--- src/hdl/sct_pkg.sv ---
// Shared types and constants for the shell command tokenizer.
// Holds the lexer modes, token kinds, character codes, the item/bundle types and the lexer state.
// No dependencies.
package sct_pkg;

  // Lexer modes.
  typedef enum logic [3:0] {
    MODE_IDLE    = 4'd0,
    MODE_AMP     = 4'd1,
    MODE_GT      = 4'd2,
    MODE_LT      = 4'd3,
    MODE_TWO     = 4'd4,
    MODE_ERRT    = 4'd5,
    MODE_QUOTE   = 4'd6,
    MODE_LIT     = 4'd7,
    MODE_DISCARD = 4'd8
  } mode_e;

  // Token kinds as seen on the result channel.
  typedef enum logic [3:0] {
    KIND_LIT      = 4'd0,
    KIND_SQ       = 4'd1,
    KIND_DQ       = 4'd2,
    KIND_APPEND   = 4'd3,
    KIND_TRUNC    = 4'd4,
    KIND_HEREDOC  = 4'd5,
    KIND_INFILE   = 4'd6,
    KIND_PIPE     = 4'd7,
    KIND_ERRREDIR = 4'd8,
    KIND_SEMI     = 4'd9,
    KIND_AND      = 4'd10,
    KIND_END      = 4'd11
  } kind_e;

  // Character codes the lexer reacts to.
  localparam logic [7:0] CH_NUL   = 8'h00;
  localparam logic [7:0] CH_TAB   = 8'h09;
  localparam logic [7:0] CH_LF    = 8'h0a;
  localparam logic [7:0] CH_CR    = 8'h0d;
  localparam logic [7:0] CH_SPACE = 8'h20;
  localparam logic [7:0] CH_DQUOT = 8'h22;
  localparam logic [7:0] CH_AMP   = 8'h26;
  localparam logic [7:0] CH_SQUOT = 8'h27;
  localparam logic [7:0] CH_TWO   = 8'h32;
  localparam logic [7:0] CH_SEMI  = 8'h3b;
  localparam logic [7:0] CH_LT    = 8'h3c;
  localparam logic [7:0] CH_GT    = 8'h3e;
  localparam logic [7:0] CH_PIPE  = 8'h7c;

  // Most result items one input byte can cause.
  localparam int unsigned MAX_ITEMS = 3;

  // One result item.
  typedef struct packed {
    logic [7:0] ch;
    logic       ch_valid;
    kind_e      kind;
    logic       first;
    logic       last;
    logic       err;
  } item_t;

  // All result items caused by one input byte.
  typedef struct packed {
    item_t [MAX_ITEMS-1:0] items;
    logic  [1:0]           cnt;
  } bundle_t;

  // Lexer state carried from byte to byte.
  typedef struct packed {
    mode_e      mode;
    logic [7:0] held_char;
    logic       held_valid;
    logic       open_quote;
    logic       started;
  } lex_st_t;

endpackage

--- src/hdl/sct_back.sv ---
// Back end of the shell command tokenizer: a short queue of item bundles and
// the output stage that hands them out one item per cycle unless out_stall is
// high. Depends on sct_pkg.
module sct_back #(
  parameter int unsigned DEPTH = 4
) (
  input  logic              clk,
  input  logic              rst_n,
  input  logic              push,
  input  sct_pkg::bundle_t  bundle,
  output logic              full,
  output logic              out_valid,
  input  logic              out_stall,
  output sct_pkg::item_t    out_item
);
  import sct_pkg::*;

  localparam int unsigned PW = (DEPTH > 1) ? $clog2(DEPTH) : 1;
  localparam int unsigned CW = $clog2(DEPTH + 1);
  localparam logic [PW-1:0] LAST_PTR = PW'(DEPTH - 1);

  bundle_t          q_mem [DEPTH];
  logic [PW-1:0]    wr_ptr_r, rd_ptr_r;
  logic [CW-1:0]    q_cnt_r;
  bundle_t          cur_r;
  logic             cur_valid_r;
  logic [1:0]       idx_r;
  logic             take, done, load;

  // Output-stage handshake and queue pop.
  assign take = cur_valid_r && !out_stall;
  assign done = take && (idx_r == cur_r.cnt - 2'd1);
  assign load = (!cur_valid_r || done) && (q_cnt_r != '0);
  assign full = (q_cnt_r == CW'(DEPTH));

  // Queue storage.
  always_ff @(posedge clk) begin
    if (push) begin
      q_mem[wr_ptr_r] <= bundle;
    end
  end

  // Queue pointers and fill count.
  always_ff @(posedge clk) begin
    if (!rst_n) begin
      wr_ptr_r <= '0;
      rd_ptr_r <= '0;
      q_cnt_r  <= '0;
    end else begin
      if (push) begin
        wr_ptr_r <= (wr_ptr_r == LAST_PTR) ? '0 : wr_ptr_r + PW'(1);
      end
      if (load) begin
        rd_ptr_r <= (rd_ptr_r == LAST_PTR) ? '0 : rd_ptr_r + PW'(1);
      end
      q_cnt_r <= q_cnt_r + CW'(push) - CW'(load);
    end
  end

  // Current bundle and the index of the item on the output.
  always_ff @(posedge clk) begin
    if (!rst_n) begin
      cur_valid_r <= 1'b0;
      idx_r       <= 2'd0;
    end else if (load) begin
      cur_valid_r <= 1'b1;
      idx_r       <= 2'd0;
    end else if (done) begin
      cur_valid_r <= 1'b0;
      idx_r       <= 2'd0;
    end else if (take) begin
      idx_r <= idx_r + 2'd1;
    end
  end

  always_ff @(posedge clk) begin
    if (load) begin
      cur_r <= q_mem[rd_ptr_r];
    end
  end

  assign out_valid = cur_valid_r;
  assign out_item  = cur_r.items[idx_r];

  // The front end never writes into a full queue.
  a_no_overflow: assert property (@(posedge clk) disable iff (!rst_n)
    full |-> !push) else $error("push into a full bundle queue");

  // The fill count stays within the queue depth.
  a_cnt_bound: assert property (@(posedge clk) disable iff (!rst_n)
    q_cnt_r <= CW'(DEPTH)) else $error("queue count above depth");

  // A bundle on the output always has an item at the current index.
  a_idx_in_range: assert property (@(posedge clk) disable iff (!rst_n)
    cur_valid_r |-> (cur_r.cnt != 2'd0) && (idx_r < cur_r.cnt))
    else $error("output index past bundle end");

  // An error item is always a complete, closing item.
  a_err_item: assert property (@(posedge clk) disable iff (!rst_n)
    (cur_valid_r && out_item.err) |-> (out_item.first && out_item.last &&
                                       out_item.kind == KIND_END))
    else $error("malformed error item");

endmodule

--- config.mk ---
export PLATFORM = sky130hd
export DESIGN_NAME = sct_back
export DESIGN_NICKNAME = d
export VERILOG_FILES = /design/src/hdl/sct_pkg.sv /design/src/hdl/sct_back.sv
export SDC_FILE = /design/constraint.sdc
export NUM_CORES = 1
export LEC_CHECK = 0
export BUFFER_PORTS_ARGS = -buffer_cell sky130_fd_sc_hd__buf_4
export CAP_MARGIN = 25
export CORE_UTILIZATION = 36
export DETAILED_ROUTE_END_ITERATION = 16
export SYNTH_ARGS = -nofsm -noshare
export SYNTH_HDL_FRONTEND = slang
export SYNTH_SLANG_ARGS = --single-unit
--- constraint.sdc ---
create_clock -name clk -period 5.6 [get_ports clk]
set_clock_uncertainty 0.15 [all_clocks]
set_input_delay 0.84 -clock clk [delete_from_list [all_inputs] [get_ports clk]]
set_output_delay 0.84 -clock clk [all_outputs]
set_load 0.05 [all_outputs]
==> metrics.txt <==
P_int 4.05 mW; worst min path class primary input to flip-flop; vias in the first global route 4,739; final hold vios 0; Psw 1.60 mW; WL per Instance 20.1 um; die width 167 um; Slew @ Worst Pin 893 ps; dpl ws 2380 ps; setup_tns 0 ps; Mapped Avg Cell Area 22.2 um^2; Cell Pwr Density 490 nW/um^2; detailed-route DRC error count 0; H-tree depth 1; Seq pwr share 47.5%; register area share after synthesis 78.9%; CTS resizes 0; CP Capture Type primary output; # hold bufs at CTS 0; hpwl dp 10,300 um; synth unique cells 37; top_reg_cell synth edfxtp_1; Clk pwr share 30.8%; DIE AREA 27,800 um^2; final setup fails 0; vias per cell 4.93; row cnt 59; Non-Filler Instances 878; first-pass detailed-route iteration total 4; I/O pins 72; Antenna Violating Nets Remaining 0; Reg clk slew, reported paths 60 ps; effective utilization at floorplan 37.1%; fmax 282 MHz; RSZ-0062 raised after global routing no; crit path max fanout 19; Final nets 585; CP Launch Type flip-flop; area grow syn2layout 18.0%; CTS tree yes; max-slew violation count 0; DRT iter0 DRCs 258; critical path class flip-flop to primary output; Combinational Power Share 21.7%; Slew headroom 40.4%; gr usage total 13.1%; clock buffer depth 3; post-layout util 43.7%; Final period util 63.3%; data arrival time of the worst path 2550 ps; Synth Register Bits 260; total power 5.65 mW; core box area 26,400 um^2; Pleak 3.73 nW; clock sinks 260; initial antenna violation count 0; CTS Root Cell clkbuf_16; status complete, no violations; layout cells sized above 1 33.0%; GR Overflow Total 0; min Tclk post-route 3540 ps; asr flop ratio synth 0%; worst setup margin 2060 ps; cell count after synthesis 439; pin count of the biggest net entering global routing 52; Switching Share 28.2%; synth top area cells edfxtp_1, mux4_2, dfxtp_1, mux2i_1, ha_1; clock latency on the worst-skew pair 510 ps; Post-Syn Area 9770 um^2; vias post-DR 4,328; PortBufs 71; area leader, netlist edfxtp_1; CTS buffer count 25; max-cap violations 0; Post-Route WL 17,600 um; DIE HEIGHT 167 um; total setup buffers inserted after CTS 0; Worst VDD drop 0.000240 V; share of the synthesized area in the top cell type 76.9%; Yosys warnings 0; Syn Nets 501; first-pass GRT wire length 27,600 um; final estimated routing congestion in global placement 0.681; Worst EP required 4610 ps; placed cell count 831; Post-synth EDFFs 250
-- cell families (layout without fill, tap and decap cells) --
family | count (synthesis) | count (layout) | synth area share [%]
AND/OR/NAND/NOR | 47 | 47 | 2.84
XOR/XNOR | 5 | 5 | 0.641
multiplexers | 69 | 69 | 13.6
flip-flops | 260 | 260 | 78.9
AO/OA/AOI/OAI | 24 | 24 | 1.42
buffers and inverters | 26 | 129 | 1.47
other | 0 | 1 | 0
adder cells (fa/ha/maj) | 8 | 8 | 1.10
-- through the flow --
step	cell area [um^2]	hold WS, ps
global route	11500	346
CTS	11500	351
floorplan	9770	378
finish	11500	373
detailed placement	10700	426
global placement	10700	394
-- critical path, cell delays in order, from the launching register on --
cell and delay [ps]:
dfxtp_1 900, nor2b_1 450, buf_4 280, nand2_1 80, o21ai_1 90, buf_4 230
-- sequential cells by signal, indices dropped and copies added (netlist names) --
| name | cells |
|---|---|
| q_cnt_r | 3 |
| cur_r | 50 |
| out_valid | 1 |
| wr_ptr_r | 2 |
| idx_r | 2 |
| rd_ptr_r | 2 |
| q_mem | 200 |
-- layout by cell type, fill, tap and decap left out, types with 4 or more instances in the layout --
cell,synthesis,final
bufinv_16,0,5
mux4_2,50,50
clkinv_2,0,5
dfxtp_1,10,8
inv_1,6,6
o21ai_1,16,16
ha_1,7,7
edfxtp_1,250,250
buf_4,7,77
clkbuf_16,0,25
nand2_1,21,21
clkbuf_1,5,4
mux2i_1,18,18
-- metal layers --
metal / track usage, % / wire [um]
met3: 3.07 / 1060
met5: 0 / 0
met4: 4.19 / 372
met2: 22.9 / 8910
met1: 16.2 / 7280
-- final timing paths --
check / from / endpoint / slack, ps / cells after the start
worst max register to register: idx_r[1] / q_cnt_r[2] / 2370 / 10
worst max-delay path: idx_r[1] / out_item[12] / 2060 / 5
worst min-delay path: bundle[7] / q_mem[1][7] / 370 / 1
worst min register to register: wr_ptr_r[1] / wr_ptr_r[1] / 430 / 2
-- synth_stat cells (3+ instances only) --
cell        n
dfxtp_1    10
mux4_2     50
ha_1        7
clkbuf_1    5
inv_1       6
mux2i_1    18
and2_1      7
nand2_1    21
nor2b_1     3
xnor2_1     3
buf_2       6
buf_4       7
o21ai_1    16
edfxtp_1  250
-- power by group through the flow --
stage | logic (mW) | clock network [mW] | registers (mW)
floorplan | 0.951 | 0 | 2.62
global placement | 1.23 | 0 | 2.72
detailed placement | 1.25 | 0 | 2.73
CTS | 1.25 | 1.78 | 2.69
global route | 1.32 | 1.86 | 2.72
finish | 1.22 | 1.74 | 2.68
-- cell type report --
| class | instances | area [um^2] |
|---|---|---|
| inverter | 6 | 22.5 |
| clock inverter | 17 | 218 |
| clock buffer | 29 | 641 |
| sequential | 260 | 7710 |
| fill | 2199 | 14800 |
| multi-input combinational | 153 | 1930 |
| timing repair buffer | 77 | 578 |
| tap | 335 | 419 |
| antenna | 1 | 2.50 |
No activity file was read; power rests on OpenSTA's default activity.
